### src/design/mbs_pkg.sv
// Package for the mean background segmenter.
// Holds frame geometry, field widths, mode codes and the controller/datapath
// command and status structs. No dependencies.
package mbs_pkg;

	localparam int FRAME_WIDTH  = 640;
	localparam int FRAME_HEIGHT = 480;
	localparam int PIXELS       = FRAME_WIDTH * FRAME_HEIGHT;
	localparam int POS_W        = $clog2(PIXELS);

	localparam int PIX_W   = 8;
	localparam int CH_W    = 18;
	localparam int ENTRY_W = 3 * CH_W;
	localparam int CFG_W   = 10;
	localparam int FS_W    = CFG_W + 1;
	localparam int SUM_W   = 10;
	localparam int STEP_W  = $clog2(CH_W);

	localparam logic [CFG_W-1:0] FRAMES_RESET = CFG_W'(16);
	localparam logic [CFG_W-1:0] THRESH_RESET = CFG_W'(60);
	localparam logic [CH_W-1:0]  CH_SAT       = CH_W'(255);

	// configuration register indexes
	localparam logic CFG_FRAMES = 1'b0;
	localparam logic CFG_THRESH = 1'b1;

	// what an accepted item does
	typedef logic [1:0] mode_t;
	localparam mode_t MODE_DROP = 2'd0;
	localparam mode_t MODE_CAL  = 2'd1;
	localparam mode_t MODE_DET  = 2'd2;

	typedef struct packed {
		logic accept;
		logic rd;
		logic latch_e;
		logic div_load;
		logic div_step;
		logic div_store;
		logic wr;
		logic out_load;
	} cmd_t;

	typedef struct packed {
		mode_t mode;
		logic  first;
		logic  do_mean;
		logic  div_last;
		logic  ch_last;
		logic  out_free;
	} sts_t;

endpackage

### src/design/mbs_ctrl.sv
// Controller state machine of the mean background segmenter.
// Depends on mbs_pkg for the command and status structs.
module mbs_ctrl (
	input  logic          clk,
	input  logic          arst_n,
	input  logic          in_valid,
	output logic          in_ready,
	input  mbs_pkg::sts_t sts,
	output mbs_pkg::cmd_t cmd
);
	import mbs_pkg::*;

	localparam logic [2:0] S_IDLE    = 3'd0;
	localparam logic [2:0] S_DISP    = 3'd1;
	localparam logic [2:0] S_READ    = 3'd2;
	localparam logic [2:0] S_LATCH   = 3'd3;
	localparam logic [2:0] S_DIVLOAD = 3'd4;
	localparam logic [2:0] S_DIV     = 3'd5;
	localparam logic [2:0] S_DIVEND  = 3'd6;
	localparam logic [2:0] S_WRITE   = 3'd7;

	logic [2:0] state_q, state_d;
	logic       out_pend_q, out_pend_d;

	assign in_ready = (state_q == S_IDLE) && !out_pend_q;

	// next state and commands
	always_comb begin
		state_d    = state_q;
		out_pend_d = out_pend_q;
		cmd        = '0;
		case (state_q)
			S_IDLE: begin
				if (out_pend_q) begin
					if (sts.out_free) begin
						cmd.out_load = 1'b1;
						out_pend_d   = 1'b0;
					end
				end else if (in_valid) begin
					cmd.accept = 1'b1;
					state_d    = S_DISP;
				end
			end
			S_DISP: begin
				if (sts.mode == MODE_DROP) begin
					state_d = S_IDLE;
				end else if (sts.mode == MODE_CAL && sts.first) begin
					state_d = sts.do_mean ? S_DIVLOAD : S_WRITE;
				end else begin
					state_d = S_READ;
				end
			end
			S_READ: begin
				cmd.rd  = 1'b1;
				state_d = S_LATCH;
			end
			S_LATCH: begin
				cmd.latch_e = 1'b1;
				if (sts.mode == MODE_DET) begin
					out_pend_d = 1'b1;
					state_d    = S_IDLE;
				end else begin
					state_d = sts.do_mean ? S_DIVLOAD : S_WRITE;
				end
			end
			S_DIVLOAD: begin
				cmd.div_load = 1'b1;
				state_d      = S_DIV;
			end
			S_DIV: begin
				cmd.div_step = 1'b1;
				if (sts.div_last) begin
					state_d = S_DIVEND;
				end
			end
			S_DIVEND: begin
				cmd.div_store = 1'b1;
				state_d       = sts.ch_last ? S_WRITE : S_DIVLOAD;
			end
			S_WRITE: begin
				cmd.wr  = 1'b1;
				state_d = S_IDLE;
			end
			default: begin
				state_d = S_IDLE;
			end
		endcase
	end

	always_ff @(posedge clk or negedge arst_n) begin
		if (!arst_n) begin
			state_q    <= S_IDLE;
			out_pend_q <= 1'b0;
		end else begin
			state_q    <= state_d;
			out_pend_q <= out_pend_d;
		end
	end
endmodule

### config.mk
export PLATFORM = sky130hd
export DESIGN_NAME = mbs_ctrl
export DESIGN_NICKNAME = d
export VERILOG_FILES = /design/src/design/mbs_pkg.sv /design/src/design/mbs_ctrl.sv
export SDC_FILE = /design/constraint.sdc
export NUM_CORES = 1
export LEC_CHECK = 0
export BUFFER_PORTS_ARGS = -buffer_cell sky130_fd_sc_hd__buf_2
export CAP_MARGIN = 20
export CORE_AREA = 2 2 39 41
export CTS_BUF_LIST = sky130_fd_sc_hd__clkbuf_4
export CTS_CLUSTER_DIAMETER = 150
export DETAILED_ROUTE_END_ITERATION = 8
export DIE_AREA = 0 0 41 43
export SLEW_MARGIN = 15
export SYNTH_ARGS = -nofsm -noshare
export SYNTH_HDL_FRONTEND = slang
export SYNTH_SLANG_ARGS = --single-unit
### constraint.sdc
create_clock -name clk -period 1.4 [get_ports clk]
set_input_delay 0.35 -clock clk [delete_from_list [all_inputs] [get_ports clk]]
set_output_delay 0.35 -clock clk [all_outputs]
set_load 0.005 [all_outputs]
# Word level (Yosys, flattened, before mapping)
# Cells that the tools add are included.
[word_totals]
reg_bits = 4
out_inout_bits = 9
elab_cells = 48
[classes]
n_reduce_logical = 8
mux = 25
eq_ne = 13
[ops]
columns = ["op", "n"]
rows = [
  ["one-hot mux 3 bit (8 select lines)", 1],
  ["2-to-1 mux 3 bit", 6],
  ["2-to-1 mux 1 bit", 15],
  ["== test 3 bit (second input constant)", 4],
  ["!= test 2 bit (second input constant)", 4],
  ["== test 3 x 2 -> 1 bit (second input constant)", 2],
  ["2-to-1 mux 2 bit", 2],
  ["== test 3 x 1 -> 1 bit (second input constant)", 1],
  ["zero test 3 bit", 1],
  ["AND reduction 3 bit", 1],
  ["== test 2 x 1 -> 1 bit (second input constant)", 1],
  ["== test 2 bit (second input constant)", 1],
  ["logical AND 1 bit", 2],
  ["zero test 2 bit", 1],
  ["one-hot mux 1 bit (2 select lines)", 1],
  ["AND reduction 2 bit", 1],
  ["nonzero test 2 bit", 1],
  ["zero test 1 bit", 1],
]

# Depth between registers and ports, before layout
# Gate-level depths: netlist (run 1).
[logic_depth]
word_depth = 5
depth_mapped = 4

# Worst setup path before layout (run 1)
# Ideal clock, no wire load.
[synth_path]
kind = "register to register"
from = "register state_q[1]"
to = "register state_q[0]"
t_arrival_ns = 1.178
path_buffers = 1
path_stages_with_launch = 5
setup_time_ns = 0.126
setup_slack_ns = 0.096
required_ns = 1.274
cell_sequence = "dfrtp_1 buf_2 nor2b_1 a32o_1 o32a_1"
[synth_between]
elab_chain_cells = 3
elab_cells_between_ends = 13
classes_between = "eq/ne (10); mux (1); reduce/logical (2)"
[synth_rtl]
columns = ["element", "line_no", "rtl"]
rows = [
  ["from (decl)", "mbs_ctrl.sv:22", "logic [2:0] state_q, state_d;"],
  ["from (signal assigned)", "mbs_ctrl.sv:95", "state_q <= state_d;"],
  ["== test 3 bit / zero test 3 bit (equally long branches)", "mbs_ctrl.sv:32", "case (state_q)"],
  ["!= test 2 bit (no source line)", "-", ""],
  ["AND reduction 3 bit (no source line)", "-", ""],
]
# Several ways; a longest one is shown, not always the timed one.
# A chain may end at the register's enable or synchronous reset.

==> out/qor.log, run 1 <==
INFO  run_status     outcome=finished, violations left
INFO  run_status     violations=setup timing
INFO  setup_path     start_kind=flop
INFO  sta            period_minus_slack=1470ps
INFO  sta            grt_setup_unrepaired=yes
INFO  cts            cts.sinks=4
INFO  global_routing wire_length_of_the_first_global_routing_pass=1590um
INFO  setup_path     ff2ff_path_depth=4
INFO  route          detailedRoute.firstIterationViolations=3
INFO  power_and_ir_drop pwr-share-seq=22.7%
INFO  route          drt_pre_antenna_iters=3
INFO  power_and_ir_drop clk_pwr_share=10.7%
INFO  sta            max_clock_freq=681MHz
INFO  floorplan      design.portCount=19
INFO  route          vias_per_cell=4.82
INFO  sta            finalSetupViolations=8
INFO  floorplan      die-area=1760um^2
INFO  power_and_ir_drop peak_ir_drop_on_the_vdd_network=0.768mV
INFO  cts            clk_transition_reported_paths=40ps
INFO  final_layout   layout.nets=86
INFO  route          drt_drc_violations_left=0
INFO  hold_path      min-delay-path-class=input pin to flop
INFO  setup_path     timing.critical_path.fanout_max=5
INFO  global_routing grt_antenna_before_repair=0
INFO  synthesis      netlist.top_cell.by_area=sky130_fd_sc_hd__dfrtp_1
INFO  global_routing grt_start_max_net_pins=8
INFO  power_and_ir_drop cellPowerDensity=2110nW/um^2
INFO  sta            final.setup_skew=3.97ps
INFO  synthesis      synth_top_cells_by_count=5 x sky130_fd_sc_hd__nand2_1, 4 x sky130_fd_sc_hd__dfrtp_1, 4 x sky130_fd_sc_hd__nor2_1
INFO  synthesis      post_synth_main_area_contributors=sky130_fd_sc_hd__dfrtp_1 30%, sky130_fd_sc_hd__and3_1 5.5%, sky130_fd_sc_hd__nand2_1 5.5%, sky130_fd_sc_hd__nor2b_1 5.5%, sky130_fd_sc_hd__nand3b_1 4.4%
INFO  route          drtAntennaViolNets=0
INFO  final_layout   layout_filler_cell_count=142
INFO  final_layout   insertedDiodeCount=0
INFO  synthesis      syn_inst=43
INFO  synthesis      synth-edff-count=0
INFO  setup_path     required=1050ps
INFO  power_and_ir_drop internal_power=817uW
INFO  cts            cts_buffer_depth=2
INFO  synthesis      synthArstFlopShare=100%
INFO  run            maxCapViolCount=0
INFO  place          detailed_place_hpwl=707um
INFO  sta            finalMaxSlewViolations=0
INFO  place          dpl_worst_slack=16.3ps
INFO  synthesis      synth_cell_type_count=25
INFO  synthesis      post_synth.cell_area_avg=7.89um^2
INFO  route          vias=434
INFO  place          final_weighted_congestion_in_routability_driven_placement=0.707
INFO  cts            number_of_h_tree_branching_levels=1
INFO  power_and_ir_drop p_sw_share=37.9%
INFO  sta            finalHoldViolations=0
INFO  global_routing grt_pass1_vias=420
INFO  final_layout   area_growth=84.1%
INFO  sta            relSlewSlack=82.1%
INFO  synthesis      ys_ff_latch=4
INFO  sta            setup_ws=-67.7ps
INFO  sta            max_slew.worst_pin.slew=266ps
INFO  floorplan      floorplan.die.width=41um
INFO  floorplan      die_h=43um
INFO  cts            clock_insertion_delay_worst_skew=230ps
INFO  synthesis      synthesis.area=339um^2
INFO  final_layout   layout-drive-gt1-share=62.2%
INFO  floorplan      starting_density_of_the_core=24.5%
INFO  synthesis      synth_warnings=0
INFO  power_and_ir_drop p_sw=498uW
INFO  setup_path     worstSetupEndpointType=primary output
INFO  cts            cts_buffers=3
INFO  hold_path      timing.hold.worst_path_depth=3
INFO  global_routing grt_overflow=0
INFO  cts            cts_tree=built
INFO  final_layout   final_design_area_no_fill=624um^2
INFO  sta            post-route-period-util=105%
INFO  setup_path     critical_path_class=flop to primary output
INFO  synthesis      post_synthesis_sequential_area_ratio=29.5%
INFO  floorplan      std_cell_rows=14
INFO  route          drt-wirelength-per-cell=11.6um
INFO  floorplan      placeableCoreArea=1380um^2
INFO  setup_path     cp_data_arrival_time=1120ps
INFO  synthesis      synth_most_common_cell=sky130_fd_sc_hd__nand2_1
INFO  synthesis      top_area_cell_type_share_of_the_netlist_area=29.5%
INFO  power_and_ir_drop combinationalPowerShare=66.6%
INFO  cts            clk_root_buffer_cell=sky130_fd_sc_hd__clkbuf_4
INFO  place          post_dp_cell_area=450um^2
INFO  synthesis      synth.net_count=53
INFO  route          wl=1050um
INFO  place          place.port_buffers=18
INFO  global_routing gr_usage_total=13.4%
INFO  power_and_ir_drop power_leakage=0.000315uW
INFO  synthesis      postSynth.topFlopCell=sky130_fd_sc_hd__dfrtp_1
[what timing repair did]
item	CTS	global route
pin swaps	4	7
buffers inserted	7	3
hold buffers	1	0
gates resized for setup	12	9
setup endpoints to repair	9	10
hold endpoints to repair	4	0
[sequential cells by signal, summed over array words and instances (netlist names)]
register and flops:
out_pend_q 1, state_q 3
[cell usage in the layout, fill, tap and decap left out]
cell type                       netlist  final
sky130_fd_sc_hd__a21boi_0             1      1
sky130_fd_sc_hd__nor2b_1              3      2
sky130_fd_sc_hd__o22a_1               1      1
sky130_fd_sc_hd__nor2_4               0      1
sky130_fd_sc_hd__nand2_1              5      4
sky130_fd_sc_hd__and3b_1              1      1
sky130_fd_sc_hd__and2_1               1      1
sky130_fd_sc_hd__clkbuf_4             0      3
sky130_fd_sc_hd__dlygate4sd3_1        0      1
sky130_fd_sc_hd__inv_2                0      2
sky130_fd_sc_hd__a31oi_1              1      1
sky130_fd_sc_hd__o311a_1              1      1
sky130_fd_sc_hd__a32o_2               0      1
sky130_fd_sc_hd__nand3b_1             2      2
sky130_fd_sc_hd__dfrtp_2              0      3
sky130_fd_sc_hd__o32a_1               1      1
sky130_fd_sc_hd__buf_4                0      8
sky130_fd_sc_hd__nand2b_1             2      2
sky130_fd_sc_hd__nor3_4               0      1
sky130_fd_sc_hd__and3_1               3      1
sky130_fd_sc_hd__o22ai_1              1      1
sky130_fd_sc_hd__buf_2                2     16
sky130_fd_sc_hd__nor2b_2              0      1
sky130_fd_sc_hd__nor4_1               1      1
sky130_fd_sc_hd__o2bb2ai_1            1      1
sky130_fd_sc_hd__dfrtp_1              4      1
sky130_fd_sc_hd__nor2_1               4      3
sky130_fd_sc_hd__a22o_1               1      1
sky130_fd_sc_hd__a21oi_1              1      1
sky130_fd_sc_hd__and3_4               0      2
sky130_fd_sc_hd__mux2_2               1      1
sky130_fd_sc_hd__nand2_2              0      1
sky130_fd_sc_hd__buf_6                0      6
[cell families (layout without fill, tap and decap cells)]
| group | Yosys count | in the layout | synth area share (%) |
|---|---|---|---|
| buffers and inverters | 5 | 36 | 6.27 |
| muxes | 1 | 1 | 3.32 |
| DFF | 4 | 4 | 29.5 |
| AOI/OAI and AO/OA | 10 | 10 | 24.0 |
| and+or+nand+nor | 23 | 23 | 36.9 |
[critical path, cell delays in order, from the launching register on]
cell and delay, ps:
sky130_fd_sc_hd__dfrtp_2 450, sky130_fd_sc_hd__nor2b_1 160, sky130_fd_sc_hd__and2_1 160, sky130_fd_sc_hd__buf_2 120
[routing by layer]
metal	wire length, um	vias up	global-route usage (%)	part of all wire, %
met5	0	-	0	0
met4	0	0	10.0	0
met3	68	0	3.14	6.5
met2	519	15	19.1	50
met1	456	198	16.6	44
li1	-	221	-	-
[power by group through the flow]
stage / clock network (uW) / registers, uW / logic (uW)
final: 141 / 298 / 875
after global routing: 151 / 310 / 949
after CTS: 149 / 286 / 766
after detailed placement: 0 / 280 / 502
after global placement: 0 / 279 / 504
after floorplan: 0 / 217 / 392
[stage by stage]
| step | util [%] | total power [uW] | hold WS [ps] | TNS, ps | std cells |
|---|---|---|---|---|---|
| floorplan | - | 609 | 54.4 | 0 | 43 |
| global placement | 32.5 | 783 | 158 | 0 | 76 |
| detailed placement | 32.5 | 781 | 163 | 0 | 76 |
| CTS | 41.6 | 1200 | 388 | -453 | 87 |
| global route | 45.1 | 1410 | 414 | -704 | 90 |
| finish | 45.1 | 1310 | 396 | -337 | 90 |
[path summary, 6_finish.rpt]
check / from / end / slack, ps
min in group asynchronous: arst_n / out_pend_q$_DFFE_PN0P_ / 450
hold reg to reg: out_pend_q$_DFFE_PN0P_ / out_pend_q$_DFFE_PN0P_ / 580
setup / recovery: state_q[1]$_DFFE_PN0P_ / cmd[5] / -70
max in group asynchronous: arst_n / state_q[0]$_DFFE_PN0P_ / 810
setup reg to reg: state_q[0]$_DFFE_PN0P_ / state_q[0]$_DFFE_PN0P_ / 20
hold / removal: sts[0] / out_pend_q$_DFFE_PN0P_ / 400
[layout make-up]
class,count,area [um^2],share of cell area [%]
inverter,2,7.51,1.20
tap,16,20.0,3.21
multi-input combinational,34,253,40.5
clock buffer,3,22.5,3.61
timing repair buffer,31,218,34.9
sequential,4,104,16.6
Note: power is estimated with default switching activity, not from simulation.
==> inputs of run 2 (changes only) <==
==> constraint.sdc (replaced) <==
create_clock -name clk -period 1.67 [get_ports clk]
set_input_delay 0.4175 -clock clk [delete_from_list [all_inputs] [get_ports clk]]
set_output_delay 0.4175 -clock clk [all_outputs]
set_load 0.005 [all_outputs]
==> run 2 against run 1 <==
Net effect:
- the flow now finishes without violations
- die area unchanged
- clock-buffer cell count unchanged
- worst hold slack better by 66 ps
- global-route usage down 1.4 points
- via count down 9.7%
- sequential share of layout area up 4.6 points
- routed wire length down 11%
- register-to-register slack better by 230 ps
- clock power down 11%
- critical path type unchanged
- critical endpoint is now cmd[0]
- largest power group unchanged
==> out/qor.log, run 2 (same netlist as run 1, synthesis figures left out) <==
INFO  cts            cts.sinks=4
INFO  global_routing wire_length_of_the_first_global_routing_pass=1420um
INFO  final_layout   biggestRegsByFlops=state_q x3, out_pend_q x1
INFO  route          vias_per_cell=4.90
INFO  sta            relSlewSlack=79.4%
INFO  route          detailedRoute.firstIterationViolations=7
INFO  route          drt_drc_violations_left=0
INFO  cts            cts_buffers=3
INFO  final_layout   layout_filler_cell_count=156
INFO  route          drtAntennaViolNets=0
INFO  floorplan      die-area=1760um^2
INFO  place          post_dp_cell_area=435um^2
INFO  final_layout   multiInputGateArea=220um^2
INFO  floorplan      floorplan.die.width=41um
INFO  setup_path     ff2ff_path_depth=4
INFO  sta            post-route-period-util=95.9%
INFO  power_and_ir_drop peak_ir_drop_on_the_vdd_network=0.565mV
INFO  run            maxCapViolCount=0
INFO  cts            cts_buffer_depth=2
INFO  setup_path     worstSetupEndpointType=primary output
INFO  place          detailed_place_hpwl=673um
INFO  setup_path     required=1250ps
INFO  sta            finalHoldViolations=0
INFO  route          drt-wirelength-per-cell=11.6um
INFO  run_status     outcome=complete, no violations
INFO  cts            clk_transition_reported_paths=40ps
INFO  final_layout   final_design_area_no_fill=489um^2
INFO  place          place.port_buffers=18
INFO  global_routing grt_antenna_before_repair=0
INFO  final_layout   highest_count_cells_in_the_layout_ignoring_fill_and_taps=18 x sky130_fd_sc_hd__buf_2, 5 x sky130_fd_sc_hd__nand2_1
INFO  hold_path      min-delay-path-class=input pin to flop
INFO  sta            final.setup_skew=7.27ps
INFO  final_layout   area_growth=44.3%
INFO  final_layout   commonest_non_fill_non_tap_cell_in_the_layout=sky130_fd_sc_hd__buf_2
INFO  hold_path      timing.hold.worst_path_depth=3
INFO  setup_path     timing.critical_path.fanout_max=12
INFO  cts            clk_root_buffer_cell=sky130_fd_sc_hd__clkbuf_4
INFO  final_layout   top_register_by_number_of_flip_flops=state_q
INFO  global_routing gr_usage_total=12.0%
INFO  cts            number_of_h_tree_branching_levels=1
INFO  final_layout   layout.nets=76
INFO  floorplan      starting_density_of_the_core=24.5%
INFO  sta            period_minus_slack=1600ps
INFO  global_routing grt_overflow=0
INFO  final_layout   largest_register_ffs=3
INFO  final_layout   layout-drive-gt1-share=45.3%
INFO  route          wl=926um
INFO  final_layout   utilization=35.4%
INFO  sta            finalSetupViolations=0
INFO  cts            clock_insertion_delay_worst_skew=240ps
INFO  floorplan      std_cell_rows=14
INFO  route          vias=392
INFO  floorplan      design.portCount=19
INFO  floorplan      die_h=43um
INFO  sta            max_slew.worst_pin.slew=306ps
INFO  cts            cts_tree=built
INFO  setup_path     start_kind=flop
INFO  final_layout   register_area=104um^2
INFO  floorplan      placeableCoreArea=1380um^2
INFO  global_routing grt_pass1_vias=364
INFO  setup_path     critical_path_class=flop to primary output
INFO  sta            max_clock_freq=624MHz
INFO  final_layout   insertedDiodeCount=0
INFO  route          drt_pre_antenna_iters=4
INFO  power_and_ir_drop power_leakage=0.000253uW
INFO  global_routing grt_start_max_net_pins=16
INFO  sta            finalMaxSlewViolations=0
INFO  setup_path     cp_data_arrival_time=1180ps
INFO  power_and_ir_drop cellPowerDensity=1650nW/um^2
INFO  place          final_weighted_congestion_in_routability_driven_placement=0.692
==> run 2: critical path, stage by stage (launching register included) <==
cell	delay [ps]
sky130_fd_sc_hd__dfrtp_2	470
sky130_fd_sc_hd__nor2_2	160
sky130_fd_sc_hd__nand2_1	100
sky130_fd_sc_hd__nor2_1	100
sky130_fd_sc_hd__buf_2	110
==> run 2: cell type report <==
class | instances | share of cell area, %
clock buffer | 3 | 4.60
inverter | 2 | 1.53
timing repair buffer | 21 | 23.5
sequential | 4 | 21.2
multi-input combinational | 34 | 45.0
tap | 16 | 4.09
==> run 2: final timing paths <==
path                                              from                endpoint  slack (ps)
worst min register to register  out_pend_q$_DFFE_PN0P_  out_pend_q$_DFFE_PN0P_         580
min in group asynchronous                       arst_n  out_pend_q$_DFFE_PN0P_         500
max in group asynchronous                       arst_n  state_q[1]$_DFFE_PN0P_        1030
worst max register to register  state_q[0]$_DFFE_PN0P_  state_q[0]$_DFFE_PN0P_         250
worst max-delay path            state_q[2]$_DFFE_PN0P_                  cmd[0]          70
worst min-delay path                            sts[0]  out_pend_q$_DFFE_PN0P_         460
==> run 2: timing repair <==
action / in CTS / in global routing
buffers inserted: 0 / 2
pin swaps: 0 / 0
hold buffers: 1 / 0
resized for setup: 2 / 3
endpoints found under the hold margin: 4 / 0
setup endpoints to repair: 3 / 5
==> run 2: power breakdown <==
group,total [uW],switching [uW],internal (uW)
clock network,126,45.1,80.8
logic,419,183,236
registers,261,108,154
==> run 2: through the flow <==
step / hold WS (ps) / setup WS (ps) / total power [uW] / instances / TNS, ps
6_report: 461 / 67.9 / 806 / 80 / 0
4_1_cts: 466 / 7.77 / 763 / 78 / 0
2_1_floorplan: 122 / 302 / 510 / 43 / 0
3_3_place_gp: 224 / 189 / 618 / 74 / 0
3_5_place_dp: 228 / 164 / 623 / 74 / 0
5_1_grt: 474 / -2.94 / 882 / 80 / -2.94
==> run 2: per-layer routing <==
layer  up-vias  global-route usage, %  part of all wire (%)
li1        200                      -                     -
met1       173                   13.7                    47
met2        17                   18.1                    42
met3         2                   2.09                   9.1
met4         0                   10.0                   1.3
met5         -                      0                     0
==> inputs of run 3 (changes only) <==
==> constraint.sdc (replaced) <==
create_clock -name clk -period 1.39 [get_ports clk]
set_input_delay 0.3475 -clock clk [delete_from_list [all_inputs] [get_ports clk]]
set_output_delay 0.3475 -clock clk [all_outputs]
set_load 0.005 [all_outputs]
==> run 3 against run 2 <==
Net effect:
- the run now ends with setup timing left
- critical path depth unchanged
- clock-buffer cell count did not move
- sequential share of layout area fell by 5.6 points
- global-route usage rose by 3.0 points
- total power increased by 81%
- final cell count up 19%
- flip-flop and latch count did not move
- combinational power rose by 140%
- critical path type unchanged
- largest cell class is now non-clock buffers
- largest power group unchanged
==> out/qor.log, run 3 (same netlist as run 1, synthesis figures left out) <==
INFO  final_layout   commonest_non_fill_non_tap_cell_in_the_layout=sky130_fd_sc_hd__buf_2
INFO  hold_path      whs_endpoint=out_pend_q$_DFFE_PN0P_
INFO  floorplan      design.portCount=19
INFO  place          placed_cells=77
INFO  route          drt_drc_violations_left=0
INFO  final_layout   area_growth=95.9%
INFO  route          vias_per_cell=4.86
INFO  floorplan      die-area=1760um^2
INFO  setup_path     cp_data_arrival_time=1150ps
INFO  global_routing gr_usage_total=15.0%
INFO  setup_path     slowest_delay=460ps
INFO  final_layout   biggestRegsByFlops=state_q x3, out_pend_q x1
INFO  final_layout   insertedDiodeCount=0
INFO  final_layout   layout-drive-gt1-share=63.3%
INFO  sta            setup_ws=-106ps
INFO  sta            final.hold.worst_slack=394ps
INFO  sta            post-route-period-util=108%
INFO  cts            number_of_h_tree_branching_levels=1
INFO  global_routing wire_length_of_the_first_global_routing_pass=1770um
INFO  cts            cts.sinks=4
INFO  route          drtAntennaViolNets=0
INFO  route          detailedRoute.firstIterationViolations=8
INFO  final_layout   top_register_by_number_of_flip_flops=state_q
INFO  cts            clock_insertion_delay_worst_skew=240ps
INFO  floorplan      placeableCoreArea=1380um^2
INFO  sta            finalSetupViolations=8
INFO  cts            cts_buffers=3
INFO  final_layout   layout.nets=91
INFO  floorplan      die_h=43um
INFO  sta            final.setup_skew=4.29ps
INFO  setup_path     r2r-end=state_q[0]$_DFFE_PN0P_
INFO  setup_path     critical_path_class=flop to primary output
INFO  power_and_ir_drop peak_ir_drop_on_the_vdd_network=0.722mV
INFO  setup_path     crit_path_top_delay_cell=sky130_fd_sc_hd__dfrtp_2
INFO  global_routing grt_start_max_net_pins=9
INFO  global_routing grt_antenna_before_repair=0
INFO  power_and_ir_drop cellPowerDensity=2200nW/um^2
INFO  place          place.port_buffers=18
INFO  cts            cts_buffer_depth=2
INFO  setup_path     worstSetupEndpointType=primary output
INFO  cts            cts_tree=built
INFO  final_layout   highest_count_cells_in_the_layout_ignoring_fill_and_taps=16 x sky130_fd_sc_hd__buf_2, 12 x sky130_fd_sc_hd__buf_4, 7 x sky130_fd_sc_hd__buf_6, 4 x sky130_fd_sc_hd__nand2_1
INFO  setup_path     required=1040ps
INFO  sta            finalMaxSlewViolations=0
INFO  setup_path     cells_traversed_along_the_worst_timing_path=buf_6 > nand2b_4 > nor2_1 > buf_2
INFO  sta            timing.setup.tns=-541ps
INFO  setup_path     worstPathBufferInverterCount=2
INFO  sta            period_minus_slack=1500ps
INFO  setup_path     critPathTopFamily=flip-flops
INFO  run_status     violations=setup timing
INFO  hold_path      min-delay-path-class=input pin to flop
INFO  final_layout   utilization=48.0%
INFO  floorplan      std_cell_rows=14
INFO  setup_path     critical_path_depth=4
INFO  final_layout   layoutNonFillerInstCount=95
INFO  final_layout   largest_register_ffs=3
INFO  route          wl=1190um
INFO  floorplan      floorplan.die.width=41um
INFO  power_and_ir_drop power_leakage=0.000344uW
INFO  sta            grt_setup_unrepaired=yes
INFO  place          dpl_worst_slack=26.8ps
INFO  route          drt_pre_antenna_iters=2
INFO  route          drt-wirelength-per-cell=12.5um
INFO  global_routing grt_pass1_vias=434
INFO  place          final_weighted_congestion_in_routability_driven_placement=0.722
INFO  sta            finalHoldViolations=0
INFO  run_status     outcome=finished, violations left
INFO  floorplan      starting_density_of_the_core=24.5%
INFO  setup_path     ff2ff_path_depth=4
INFO  setup_path     timing.critical_path.fanout_max=6
INFO  setup_path     regToRegSetupSlack=20ps
INFO  sta            max_clock_freq=668MHz
INFO  setup_path     reg2reg_from=state_q[0]$_DFFE_PN0P_
INFO  cts            clk_transition_reported_paths=40ps
INFO  hold_path      timing.hold.worst_path_depth=3
INFO  hold_path      hold_path.startpoint=sts[0]
INFO  global_routing grt_overflow=0
INFO  sta            relSlewSlack=80.4%
INFO  place          detailed_place_hpwl=684um
INFO  cts            clk_root_buffer_cell=sky130_fd_sc_hd__clkbuf_4
INFO  run            maxCapViolCount=0
INFO  sta            max_slew.worst_pin.slew=292ps
INFO  route          vias=462
INFO  setup_path     start_kind=flop
run 3: cell types whose count changed in the layout (fill, tap and decap cells not counted), sizes merged:
cell / delta
buf: +15
run 3: layout make-up:
type / count / area (um^2)
clock buffer: 3 / 22.5
inverter: 2 / 7.51
sequential: 4 / 104
multi-input combinational: 34 / 251
fill: 129 / 719
timing repair buffer: 36 / 259
tap: 16 / 20.0
run 3: routing by layer:
layer,vias up,track usage [%],share of wire [%]
li1,230,-,-
met1,213,15.6,41
met2,17,25.9,51
met3,2,3.14,7.0
met4,0,8.00,1.4
met5,-,0,0
run 3: worst min-delay path, delay by kind of cell:
kind | cells | cell delay [ps]
AO/OA/AOI/OAI | 1 | 110
AND/OR/NAND/NOR | 1 | 40
buffers and inverters | 1 | 90
run 3: per-stage QoR:
step / power [uW] / area [um^2]
after CTS: 1270 / 609
after global placement: 809 / 458
after detailed placement: 807 / 458
after floorplan: 613 / 339
final: 1460 / 664
after global routing: 1570 / 664
run 3: power breakdown:
group          internal (uW)  switching [uW]
combinational            632             391
clock                   96.7            49.5
sequential               185             106
run 3: how the worst max path moves through the flow:
stage                                   to  slack [ps]              startpoint
floorplan           state_q[0]$_DFFE_PN0P_          90  state_q[1]$_DFFE_PN0P_
global placement    state_q[0]$_DFFE_PN0P_          40  state_q[2]$_DFFE_PN0P_
detailed placement  state_q[0]$_DFFE_PN0P_          30                  sts[5]
CTS                                 cmd[4]        -100  state_q[2]$_DFFE_PN0P_
global route                        cmd[6]        -160  state_q[2]$_DFFE_PN0P_
finish                              cmd[6]        -110  state_q[2]$_DFFE_PN0P_
run 3: timing repair:
action                                  CTS  global route
hold buffers                              1             0
pin swaps                                 3             4
cloned                                    0             0
hold endpoints to repair                  4             0
gates resized for setup                  13             6
endpoints found under the setup margin    9            10
buffers inserted                         10             4
